**src/design/u8u16_pkg.sv**
```systemverilog
`default_nettype none

package u8u16_pkg;

	localparam logic [15:0] REPL_UNIT   = 16'hFFFD;
	localparam logic [15:0] HI_SURR     = 16'hD800;
	localparam logic [15:0] LO_SURR     = 16'hDC00;
	localparam logic [20:0] SUPP_BASE   = 21'h010000;
	localparam logic [20:0] CP_MAX      = 21'h10FFFF;
	localparam logic [20:0] MIN_2BYTE   = 21'h000080;
	localparam logic [20:0] MIN_3BYTE   = 21'h000800;

	// continuation counts of a pending sequence
	localparam logic [1:0] LEN_2BYTE = 2'd1;
	localparam logic [1:0] LEN_3BYTE = 2'd2;
	localparam logic [1:0] LEN_4BYTE = 2'd3;

	// Work for one input byte: n_flush replacement units, then n_tail units
	// taken from tail0 and tail1.
	typedef struct packed {
		logic [15:0] tail1;
		logic [15:0] tail0;
		logic [1:0]  n_tail;
		logic [2:0]  n_flush;
		logic        text_end;
	} u8u16_desc_t;

endpackage

`default_nettype wire

```
**src/design/u8u16_front.sv**
```systemverilog
`default_nettype none

module u8u16_front (
	input  wire                    clk,
	input  wire                    arst_n,
	input  wire                    in_valid,
	output logic                   in_ready,
	input  wire  [7:0]             data_byte,
	input  wire                    text_last,
	input  wire                    q_full,
	output logic                   q_push,
	output u8u16_pkg::u8u16_desc_t q_desc
);
	import u8u16_pkg::*;

	logic [20:0] code_accum_q;
	logic [1:0]  bytes_needed_q;
	logic [1:0]  bytes_seen_q;
	logic [1:0]  seq_length_q;

	logic [20:0] accum_d;
	logic [1:0]  needed_d;
	logic [1:0]  seen_d;
	logic [1:0]  length_d;

	logic        accept;
	logic        pending;
	logic        is_cont;
	logic [20:0] acc_next;
	logic [1:0]  seen_inc;
	logic [1:0]  need_dec;
	logic        bad_cp;
	logic [20:0] supp_off;
	logic [2:0]  total;

	assign in_ready = !q_full;
	assign accept   = in_valid && in_ready;
	assign pending  = bytes_needed_q != 2'd0;
	assign is_cont  = data_byte[7:6] == 2'b10;
	assign acc_next = {code_accum_q[14:0], data_byte[5:0]};
	assign seen_inc = bytes_seen_q + 2'd1;
	assign need_dec = bytes_needed_q - 2'd1;
	assign supp_off = acc_next - SUPP_BASE;

	always_comb begin
		case (seq_length_q)
			LEN_2BYTE: bad_cp = acc_next < MIN_2BYTE;
			LEN_3BYTE: bad_cp = acc_next < MIN_3BYTE;
			default:   bad_cp = (acc_next < SUPP_BASE) || (acc_next > CP_MAX);
		endcase
	end

	always_comb begin
		q_desc          = '0;
		q_desc.text_end = text_last;
		accum_d         = code_accum_q;
		needed_d        = bytes_needed_q;
		seen_d          = bytes_seen_q;
		length_d        = seq_length_q;

		if (pending && is_cont) begin
			if (need_dec == 2'd0) begin
				// sequence complete
				accum_d  = '0;
				needed_d = '0;
				seen_d   = '0;
				length_d = '0;
				if (bad_cp || acc_next <= 21'h00FFFF) begin
					q_desc.tail0  = bad_cp ? REPL_UNIT : acc_next[15:0];
					q_desc.n_tail = 2'd1;
				end else begin
					q_desc.tail0  = HI_SURR | {6'd0, supp_off[19:10]};
					q_desc.tail1  = LO_SURR | {6'd0, supp_off[9:0]};
					q_desc.n_tail = 2'd2;
				end
			end else if (text_last) begin
				q_desc.n_flush = {1'b0, seen_inc} + 3'd1;
				accum_d  = '0;
				needed_d = '0;
				seen_d   = '0;
				length_d = '0;
			end else begin
				accum_d  = acc_next;
				needed_d = need_dec;
				seen_d   = seen_inc;
			end
		end else begin
			// cut short by a non-continuation byte: lead plus buffered bytes
			if (pending) begin
				q_desc.n_flush = {1'b0, bytes_seen_q} + 3'd1;
			end
			accum_d  = '0;
			needed_d = '0;
			seen_d   = '0;
			length_d = '0;
			if (data_byte[7] == 1'b0) begin
				q_desc.tail0  = {8'd0, data_byte};
				q_desc.n_tail = 2'd1;
			end else if (data_byte inside {[8'hC0:8'hF7]}) begin
				if (text_last) begin
					q_desc.n_flush = q_desc.n_flush + 3'd1;
				end else if (data_byte[5] == 1'b0) begin
					accum_d  = {16'd0, data_byte[4:0]};
					needed_d = LEN_2BYTE;
					length_d = LEN_2BYTE;
				end else if (data_byte[4] == 1'b0) begin
					accum_d  = {17'd0, data_byte[3:0]};
					needed_d = LEN_3BYTE;
					length_d = LEN_3BYTE;
				end else begin
					accum_d  = {18'd0, data_byte[2:0]};
					needed_d = LEN_4BYTE;
					length_d = LEN_4BYTE;
				end
			end else begin
				// stray continuation or invalid lead
				q_desc.tail0  = REPL_UNIT;
				q_desc.n_tail = 2'd1;
			end
		end
	end

	assign total  = q_desc.n_flush + {1'b0, q_desc.n_tail};
	assign q_push = accept && (total != 3'd0);

	always_ff @(posedge clk or negedge arst_n) begin
		if (!arst_n) begin
			code_accum_q   <= '0;
			bytes_needed_q <= '0;
			bytes_seen_q   <= '0;
			seq_length_q   <= '0;
		end else if (accept) begin
			code_accum_q   <= accum_d;
			bytes_needed_q <= needed_d;
			bytes_seen_q   <= seen_d;
			seq_length_q   <= length_d;
		end
	end

endmodule

`default_nettype wire

```
**src/design/u8u16_fifo.sv**
```systemverilog
`default_nettype none

module u8u16_fifo #(
	parameter int DEPTH = 4
) (
	input  wire                    clk,
	input  wire                    arst_n,
	input  wire                    push,
	input  u8u16_pkg::u8u16_desc_t din,
	output logic                   full,
	input  wire                    pop,
	output u8u16_pkg::u8u16_desc_t dout,
	output logic                   empty
);
	import u8u16_pkg::*;

	localparam int PW = (DEPTH > 1) ? $clog2(DEPTH) : 1;
	localparam int CW = $clog2(DEPTH + 1);

	u8u16_desc_t   mem_q [DEPTH];
	logic [PW-1:0] wr_ptr_q;
	logic [PW-1:0] rd_ptr_q;
	logic [CW-1:0] count_q;

	logic do_push;
	logic do_pop;

	assign full    = count_q == CW'(DEPTH);
	assign empty   = count_q == '0;
	assign do_push = push && !full;
	assign do_pop  = pop && !empty;
	assign dout    = mem_q[rd_ptr_q];

	always_ff @(posedge clk) begin
		if (do_push) begin
			mem_q[wr_ptr_q] <= din;
		end
	end

	always_ff @(posedge clk or negedge arst_n) begin
		if (!arst_n) begin
			wr_ptr_q <= '0;
			rd_ptr_q <= '0;
			count_q  <= '0;
		end else begin
			if (do_push) begin
				wr_ptr_q <= (wr_ptr_q == PW'(DEPTH - 1)) ? '0 : wr_ptr_q + 1'b1;
			end
			if (do_pop) begin
				rd_ptr_q <= (rd_ptr_q == PW'(DEPTH - 1)) ? '0 : rd_ptr_q + 1'b1;
			end
			if (do_push && !do_pop) begin
				count_q <= count_q + 1'b1;
			end else if (do_pop && !do_push) begin
				count_q <= count_q - 1'b1;
			end
		end
	end

endmodule

`default_nettype wire

```
**src/design/u8u16_back.sv**
```systemverilog
`default_nettype none

module u8u16_back (
	input  wire                    clk,
	input  wire                    arst_n,
	input  wire                    q_empty,
	input  u8u16_pkg::u8u16_desc_t q_desc,
	output logic                   q_pop,
	output logic                   out_valid,
	input  wire                    out_ready,
	output logic [15:0]            utf16_unit,
	output logic                   run_last,
	output logic                   text_end
);
	import u8u16_pkg::*;

	logic [2:0] idx_q;
	logic [2:0] total;
	logic       xfer;

	assign total     = q_desc.n_flush + {1'b0, q_desc.n_tail};
	assign out_valid = !q_empty;
	assign run_last  = idx_q == (total - 3'd1);
	assign text_end  = run_last && q_desc.text_end;
	assign xfer      = out_valid && out_ready;
	assign q_pop     = xfer && run_last;

	always_comb begin
		if (idx_q < q_desc.n_flush) begin
			utf16_unit = REPL_UNIT;
		end else if (idx_q == q_desc.n_flush) begin
			utf16_unit = q_desc.tail0;
		end else begin
			utf16_unit = q_desc.tail1;
		end
	end

	always_ff @(posedge clk or negedge arst_n) begin
		if (!arst_n) begin
			idx_q <= '0;
		end else if (xfer) begin
			idx_q <= run_last ? '0 : idx_q + 3'd1;
		end
	end

endmodule

`default_nettype wire

```
**src/design/utf8_to_utf16_decoder.sv**
```systemverilog
`default_nettype none

// UTF-8 to UTF-16 decoder. Takes one UTF-8 byte per transfer (tlast on the final
// byte of the text) and gives UTF-16 code units, one per transfer. Each byte
// yields zero to four units: supplementary code points come out as surrogate
// pairs, cut-short sequences and stray bytes as U+FFFD per byte, an overlong or
// out-of-range sequence as a single U+FFFD. A byte is taken every cycle while
// the FIFO_DEPTH-entry queue between decoder and output stage has room; the
// output stage sends one unit per cycle while the output is ready, and keeps
// a byte's entry in the queue until it has sent its last unit. Output tlast
// marks the last unit from a byte, tuser the last unit of the text.
module utf8_to_utf16_decoder #(
	parameter int FIFO_DEPTH = 4
) (
	input  wire         clk,
	input  wire         arst_n,
	input  wire         s_axis_tvalid,
	output logic        s_axis_tready,
	input  wire  [7:0]  s_axis_tdata,   // [7:0] data_byte
	input  wire         s_axis_tlast,   // text_last
	output logic        m_axis_tvalid,
	input  wire         m_axis_tready,
	output logic [15:0] m_axis_tdata,   // [15:0] utf16_unit
	output logic        m_axis_tlast,   // run_last
	output logic [0:0]  m_axis_tuser    // [0] text_end
);
	import u8u16_pkg::*;

	u8u16_desc_t push_desc;
	u8u16_desc_t head_desc;
	logic        push;
	logic        pop;
	logic        full;
	logic        empty;
	logic        text_end;

	u8u16_front u_front (
		.clk       (clk),
		.arst_n    (arst_n),
		.in_valid  (s_axis_tvalid),
		.in_ready  (s_axis_tready),
		.data_byte (s_axis_tdata),
		.text_last (s_axis_tlast),
		.q_full    (full),
		.q_push    (push),
		.q_desc    (push_desc)
	);

	u8u16_fifo #(
		.DEPTH (FIFO_DEPTH)
	) u_fifo (
		.clk    (clk),
		.arst_n (arst_n),
		.push   (push),
		.din    (push_desc),
		.full   (full),
		.pop    (pop),
		.dout   (head_desc),
		.empty  (empty)
	);

	u8u16_back u_back (
		.clk        (clk),
		.arst_n     (arst_n),
		.q_empty    (empty),
		.q_desc     (head_desc),
		.q_pop      (pop),
		.out_valid  (m_axis_tvalid),
		.out_ready  (m_axis_tready),
		.utf16_unit (m_axis_tdata),
		.run_last   (m_axis_tlast),
		.text_end   (text_end)
	);

	assign m_axis_tuser = text_end;

endmodule

`default_nettype wire

```
**config.mk**
```make
export PLATFORM = sky130hd
export DESIGN_NAME = utf8_to_utf16_decoder
export DESIGN_NICKNAME = d
export VERILOG_FILES = /design/src/design/u8u16_pkg.sv /design/src/design/u8u16_front.sv /design/src/design/u8u16_fifo.sv /design/src/design/u8u16_back.sv /design/src/design/utf8_to_utf16_decoder.sv
export SDC_FILE = /design/constraint.sdc
export NUM_CORES = 1
export LEC_CHECK = 0
export ABC_AREA = 1
export BUFFER_PORTS_ARGS = -buffer_cell sky130_fd_sc_hd__buf_2
export CAP_MARGIN = 20
export CORE_MARGIN = 10
export CORE_UTILIZATION = 45
export CTS_CLUSTER_SIZE = 8
export DETAILED_ROUTE_END_ITERATION = 10
export PLACE_DENSITY = 0.74
export SYNTH_ARGS = -nofsm -noshare
export SYNTH_HDL_FRONTEND = slang
export SYNTH_SLANG_ARGS = --single-unit
```
**constraint.sdc**
```tcl
create_clock -name clk -period 3.8 [get_ports clk]
set_input_delay 0.57 -clock clk [delete_from_list [all_inputs] [get_ports clk]]
set_output_delay 0.57 -clock clk [all_outputs]
set_load 0.01 [all_outputs]
```
Word level (Yosys, flattened, before mapping)
Memories as Yosys holds them, arrays and structs flattened.
Cells that the tools add are included.
{"block": "totals", "ff_bits": 31, "mem_bits_rw": 152, "inputBits": 13, "output_inout_bits": 20, "word_cells": 110, "mem_count": 1}
{"name": "u_fifo.mem_q", "words": 4, "width": 38, "rd": 1, "rd_clocked_by_memory_dff": 0, "write_ports": 1, "line_no": "u8u16_fifo.sv:20", "source": "u8u16_desc_t mem_q [DEPTH];"}
{"block": "classes", "n_addsub": 14, "n_lt_le_gt_ge": 8, "n_eq_ne": 9, "mux": 47, "n_reduce_logical": 23}
{"operator": "15-bit two-way mux", "count": 7}
{"operator": "16-bit two-way mux", "count": 5}
{"operator": "18-bit two-way mux", "count": 3}
{"operator": "34-bit two-way mux", "count": 1}
{"operator": "2-bit two-way mux", "count": 15}
{"operator": "3-bit two-way mux", "count": 10}
{"operator": "21-bit > comparator, second input constant", "count": 1}
{"operator": "21-bit by 16-bit <= comparator with 1-bit output, second input constant", "count": 1}
{"operator": "21-bit by 12-bit < comparator with 1-bit output, second input constant", "count": 1}
{"operator": "21-bit by 17-bit < comparator with 1-bit output, second input constant", "count": 1}
{"operator": "21-bit by 8-bit < comparator with 1-bit output, second input constant", "count": 1}
{"operator": "21-bit two-way mux", "count": 1}
{"operator": "20-bit by 17-bit subtractor with 20-bit output, second input constant", "count": 1}
{"operator": "1-bit logical AND", "count": 11}
{"operator": "3-bit by 1-bit adder with 3-bit output, second input constant", "count": 3}
{"operator": "2-bit == test, second input constant", "count": 4}
{"operator": "8-bit greater-or-equal comparator, second input constant", "count": 1}
{"operator": "8-bit <= comparator, second input constant", "count": 1}
{"operator": "2-bit by 1-bit adder with 2-bit output, second input constant", "count": 3}
{"operator": "2-bit by 1-bit adder with 3-bit output, second input constant", "count": 2}
{"operator": "3-bit by 2-bit adder with 3-bit output", "count": 2}
{"operator": "3-bit == test", "count": 2}
{"operator": "3-bit by 1-bit subtractor with 3-bit output, second input constant", "count": 2}
{"operator": "1-bit logical NOT", "count": 4}
{"operator": "other kinds (14)", "count": 18}

Longest topological paths before layout
{"block": "logic_depth", "word_depth": 16, "ltp_mapped": 24, "mapped_depth_nobuf": 24}

Modules after synthesis
Synthesis repeated with hierarchy kept, for this count alone.
{"block": "unflattened", "cells_unflattened": 928, "hier_area_um2": 9342.7}
{"module": "u8u16_fifo", "instances": 1, "cells_per_inst": 504, "area_each_um2": 6640.1, "seq_area_each_um2": 4739.5}
{"module": "u8u16_front", "instances": 1, "cells_per_inst": 323, "area_each_um2": 2050.7, "seq_area_each_um2": 525.5}
{"module": "u8u16_back", "instances": 1, "cells_per_inst": 101, "area_each_um2": 651.9, "seq_area_each_um2": 75.1}

Worst setup path before layout
Ideal clock, no wire load.
{"block": "synth_path", "path_type": "in2reg", "from": "input s_axis_tdata[5]", "to": "memory u_fifo.mem_q[3][0] (netlist bit), enable pin", "setup_time_ns": 0.421, "arrival_time_ns": 3.810, "required_ns": 3.379, "path_slack_ns": -0.431, "stages": 14, "n_path_buf": 1, "path_cell_list": "buf_2 -> nand2_1 -> nor3_1 -> nand3_1 -> nand3_2 -> nand3_4 -> nand2_1 -> nand2_1 -> ha_1 -> fa_1 -> nor2_1 -> nand3_1 -> nand2_2 -> nor2_1"}
{"element": "from (decl)", "line_no": "utf8_to_utf16_decoder.sv:19", "source": "input wire [7:0] s_axis_tdata,"}
{"element": "to (decl)", "line_no": "u8u16_fifo.sv:20"}

Worst setup path in the final report
{"block": "layout_path", "from": "register u_fifo.rd_ptr_q[1]", "to": "output m_axis_tdata[6]"}
{"block": "layout_via", "elab_chain_cells": 4, "elab_cells_between_ends": 5, "cone_classes": "order compare (1); eq/ne (1); mux (2); memory (1)"}
{"element": "from (decl)", "line_no": "u8u16_fifo.sv:22", "source": "logic [PW-1:0] rd_ptr_q;"}
{"element": "from (signal assigned)", "line_no": "u8u16_fifo.sv:50", "source": "rd_ptr_q <= (rd_ptr_q == PW'(DEPTH - 1)) ? '0 : rd_ptr_q + 1'b1;"}
{"element": "memory read 4 x 38 bit *"}
{"element": "parallel branches: the longest is 2 deep, another holds 3-bit < comparator"}
{"element": "16-bit two-way mux *", "line_no": "u8u16_back.sv:29", "source": "if (idx_q < q_desc.n_flush) begin"}
{"element": "to (decl)", "line_no": "utf8_to_utf16_decoder.sv:23", "source": "output logic [15:0] m_axis_tdata,"}
Every way passes the cells marked *.

==> out/results.txt <==
Antenna cells = 0
Initial core utilization = 46.3%
Simple-gate share of the synthesized area = 18.9%
Logic pwr share = 43.4%
Final Cycle Share = 93.7%
Min Tclk post-route = 3.56 ns
Hpwl dp = 11,800 µm
Syn nets = 789
CTS sink cnt = 159
Final ANT Viol Nets = 0
Max-slew violations = 0
Synth Warn # = 0
Syn Std Cell Area = 7730 µm²
Max_cap viols = 0
Largest net degree at the start of global routing = 39
Post-synthesis xor/xnor area fraction = 0.906%
Drt wl/cell = 17.3 µm
Worst clock skew = 0.0102 ns
Reg2reg setup slack = 0.26 ns
Beginning of the critical path = u_fifo.rd_ptr_q[1]$_DFFE_PN0P_
Number of flops mapped to enable cells by yosys = 128
Max Clock Freq = 0.281 GHz
Main synth FF type = edfxtp_1
Largest family of logic cells by synthesized area = simple AND/OR/NAND/NOR gates
Met2 wire len = 8660 µm
CP max stage delay = 0.47 ns
Fin worst setup slack = 0.240 ns
CTS tree = yes
Placed cell count = 996
Sequential area share after synthesis = 59.8%
Post-synthesis mux area share = 0%
Int Power = 4.19 mW
Final setup viols = 0
Drt pass-1 iters = 5
Core area = 16,700 µm²
Io pins = 33
H-tree depth = 4
Required @ worst endpoint = 3.23 ns
Vias = 5,744
Gr ovfl total = 0
Drt total wl = 17,800 µm
RSZ-0062 raised after global routing = false
Met3 wire length = 1240 µm
Die Area = 22,800 µm²
Clk slew on worst S/H paths = 0.06 ns
Critical R2R Capture = u_fifo.count_q[2]$_DFFE_PN0P_
Final hold violation count = 0
Final nets = 833
Synth async-reset ratio = 19.5%
Post-synthesis compound-gate area fraction = 10.8%
Hold Slack = 0.209 ns
Synth Area per Inst = 10.3 µm²
R2R depth = 18
Layout cells sized above 1 = 16.6%
Power density over cell area = 767 nW/µm²
Chip width = 151 µm
Outcome = complete, no violations
Worst Max-Slew Pin Slew = 0.740 ns
Port bufs = 32
Yosys reg bits = 159
Die H = 151 µm
Area post-placement = 8290 µm²
Vias in the first global route = 5,458
CP max stage cell = or3b_2
Antenna violations before repair = 0
Crit Path Max Fanout = 16
CTS Buf Count = 17
Via density = 5.58
Pleak = 3.46 nW
Hold Crit Class = in -> async
RD Place Congestion = 0.926
CP Class = reg -> out
Tot GR Track Use = 16.1%
Max-slew headroom = 50.6%
Nature of the critical path startpoint = flop
Clk_lat worst skew = 0.42 ns
Commonest non-fill, non-tap cell in the layout = nand2_1
Commonest non-fill, non-tap cells in the layout = nand2_1, edfxtp_1, nand3_1
Hold-fix buffers at CTS = 0
CP endpoint = m_axis_tdata[6]
Post-route insts no fill = 1,029
Max Root-Sink Buffers = 2
Clock Power Share = 21.8%
Area grow syn2layout = 14.1%
CP cell instances = inv_2, buf_4, nand3_1, nand2_1, ha_1, nand3_1, buf_4, a221oi_1, or3b_2, buf_2
Reg-to-reg startpoint = u_front.bytes_seen_q[0]$_DFFE_PN0P_
Max IR drop VDD = 0.461 mV
Critical Path Sink Type = primary output
Switching share of total power = 38.1%
Flop pwr share = 34.8%
# rows = 47
Final core occ = 52.8%
Final Cell Area = 8820 µm²
DP Worst Slack = 0.0465 ns
Layout fillers = 1,460
Library cells used by synthesis = 42
Crit path DAT = 2.99 ns
Post-route DRC = 0
Max Used Layer = met4
Gate Count Post-Synth = 752
Root Buffer = clkbuf_16
Met1 WL = 7610 µm
First-pass GRT wire length = 28,500 µm
Post-Synth Adder-Cell Area = 4.08%
Initial drt markers = 684
Sw Pwr = 2.58 mW
## per-layer routing
| metal | GRT usage, % | up-vias |
|---|---|---|
| li1 | - | 2718 |
| met1 | 21.2 | 2778 |
| met2 | 25.8 | 221 |
| met3 | 2.98 | 27 |
| met4 | 6.16 | 0 |
| met5 | 0 | - |
## how the worst min path moves through the flow
stage,to,slack [ns],cells past startpoint,start
floorplan,u_back.idx_q[0]$_DFFE_PN0P_,0.27,0,arst_n
global placement,u_front.bytes_seen_q[1]$_DFFE_PN0P_,0.51,2,u_front.bytes_seen_q[1]$_DFFE_PN0P_
detailed placement,u_front.bytes_seen_q[1]$_DFFE_PN0P_,0.52,2,u_front.bytes_seen_q[1]$_DFFE_PN0P_
CTS,u_fifo.count_q[2]$_DFFE_PN0P_,0.23,1,arst_n
global route,u_fifo.count_q[2]$_DFFE_PN0P_,0.25,1,arst_n
finish,u_fifo.count_q[2]$_DFFE_PN0P_,0.21,1,arst_n
## repair_timing
action / 4_1_cts / 5_1_grt
setup buffers: 0 / 1
setup endpoints to repair: 0 / 14
resized for setup: 0 / 5
endpoints found under the hold margin: 0 / 0
## state kept, by name, summed over array words and instances (netlist names)
name / cells
u_fifo.wr_ptr_q: 2
u_fifo.mem_q: 128
u_front.bytes_needed_q: 2
u_back.idx_q: 3
u_fifo.rd_ptr_q: 2
u_front.seq_length_q: 2
u_front.code_accum_q: 15
u_front.bytes_seen_q: 2
u_fifo.count_q: 3
## power groups by stage
stage / clock network [mW] / logic (mW) / registers, mW
global placement: 0 / 2.88 / 2.40
finish: 1.48 / 2.94 / 2.36
floorplan: 0 / 1.90 / 2.37
global route: 1.57 / 3.31 / 2.38
detailed placement: 0 / 2.96 / 2.40
CTS: 1.50 / 2.97 / 2.37
## worst max-delay path, delay by kind of cell, from the launching register on
| kind | cells | cell delay (ns) |
|---|---|---|
| simple gates | 4 | 0.87 |
| fa+ha+maj | 1 | 0.26 |
| compound gates | 1 | 0.10 |
| flops | 1 | 0.38 |
| buf+inv | 4 | 0.96 |
## cells in the mapped netlist (5+ instances only)
master	count	area share, %
nor2_1	46	2.2
o21ai_0	43	2.8
buf_1	7	0.34
nand2_1	156	7.6
inv_1	65	3.2
nand3_1	64	4.1
a21oi_1	62	4.0
or3b_2	9	1.0
nor2_2	14	1.1
edfxtp_1	128	50
dfrtp_1	31	10
a221oi_1	18	2.0
xor2_1	5	0.57
clkbuf_1	11	0.53
buf_2	15	0.97
ha_1	22	3.6
nand4_1	12	0.97
a221o_1	6	0.78
## logic make-up after synthesis
logic type	count (synthesis)
DFF	159
xor gates and xnor gates	8
AOI/OAI and AO/OA	139
and+or+nand+nor	316
buffers and inverters	106
adders and majority gates	24
## cell type report
| class | instances | area [µm²] | share of cell area, % |
|---|---|---|---|
| clock buffer | 24 | 472 | 5.35 |
| sequential | 159 | 4620 | 52.4 |
| timing repair buffer | 60 | 420 | 4.77 |
| inverter | 71 | 277 | 3.13 |
| clock inverter | 8 | 41.3 | 0.468 |
| tap | 220 | 275 | 3.12 |
| multi-input combinational | 487 | 2720 | 30.8 |
## per-stage QoR
stage	total power [mW]	setup TNS, ns
floorplan	4.27	-55.19
global placement	5.28	0
detailed placement	5.36	0
CTS	6.84	0
global route	7.26	0
finish	6.77	0
(Power assumes the default switching activity.)
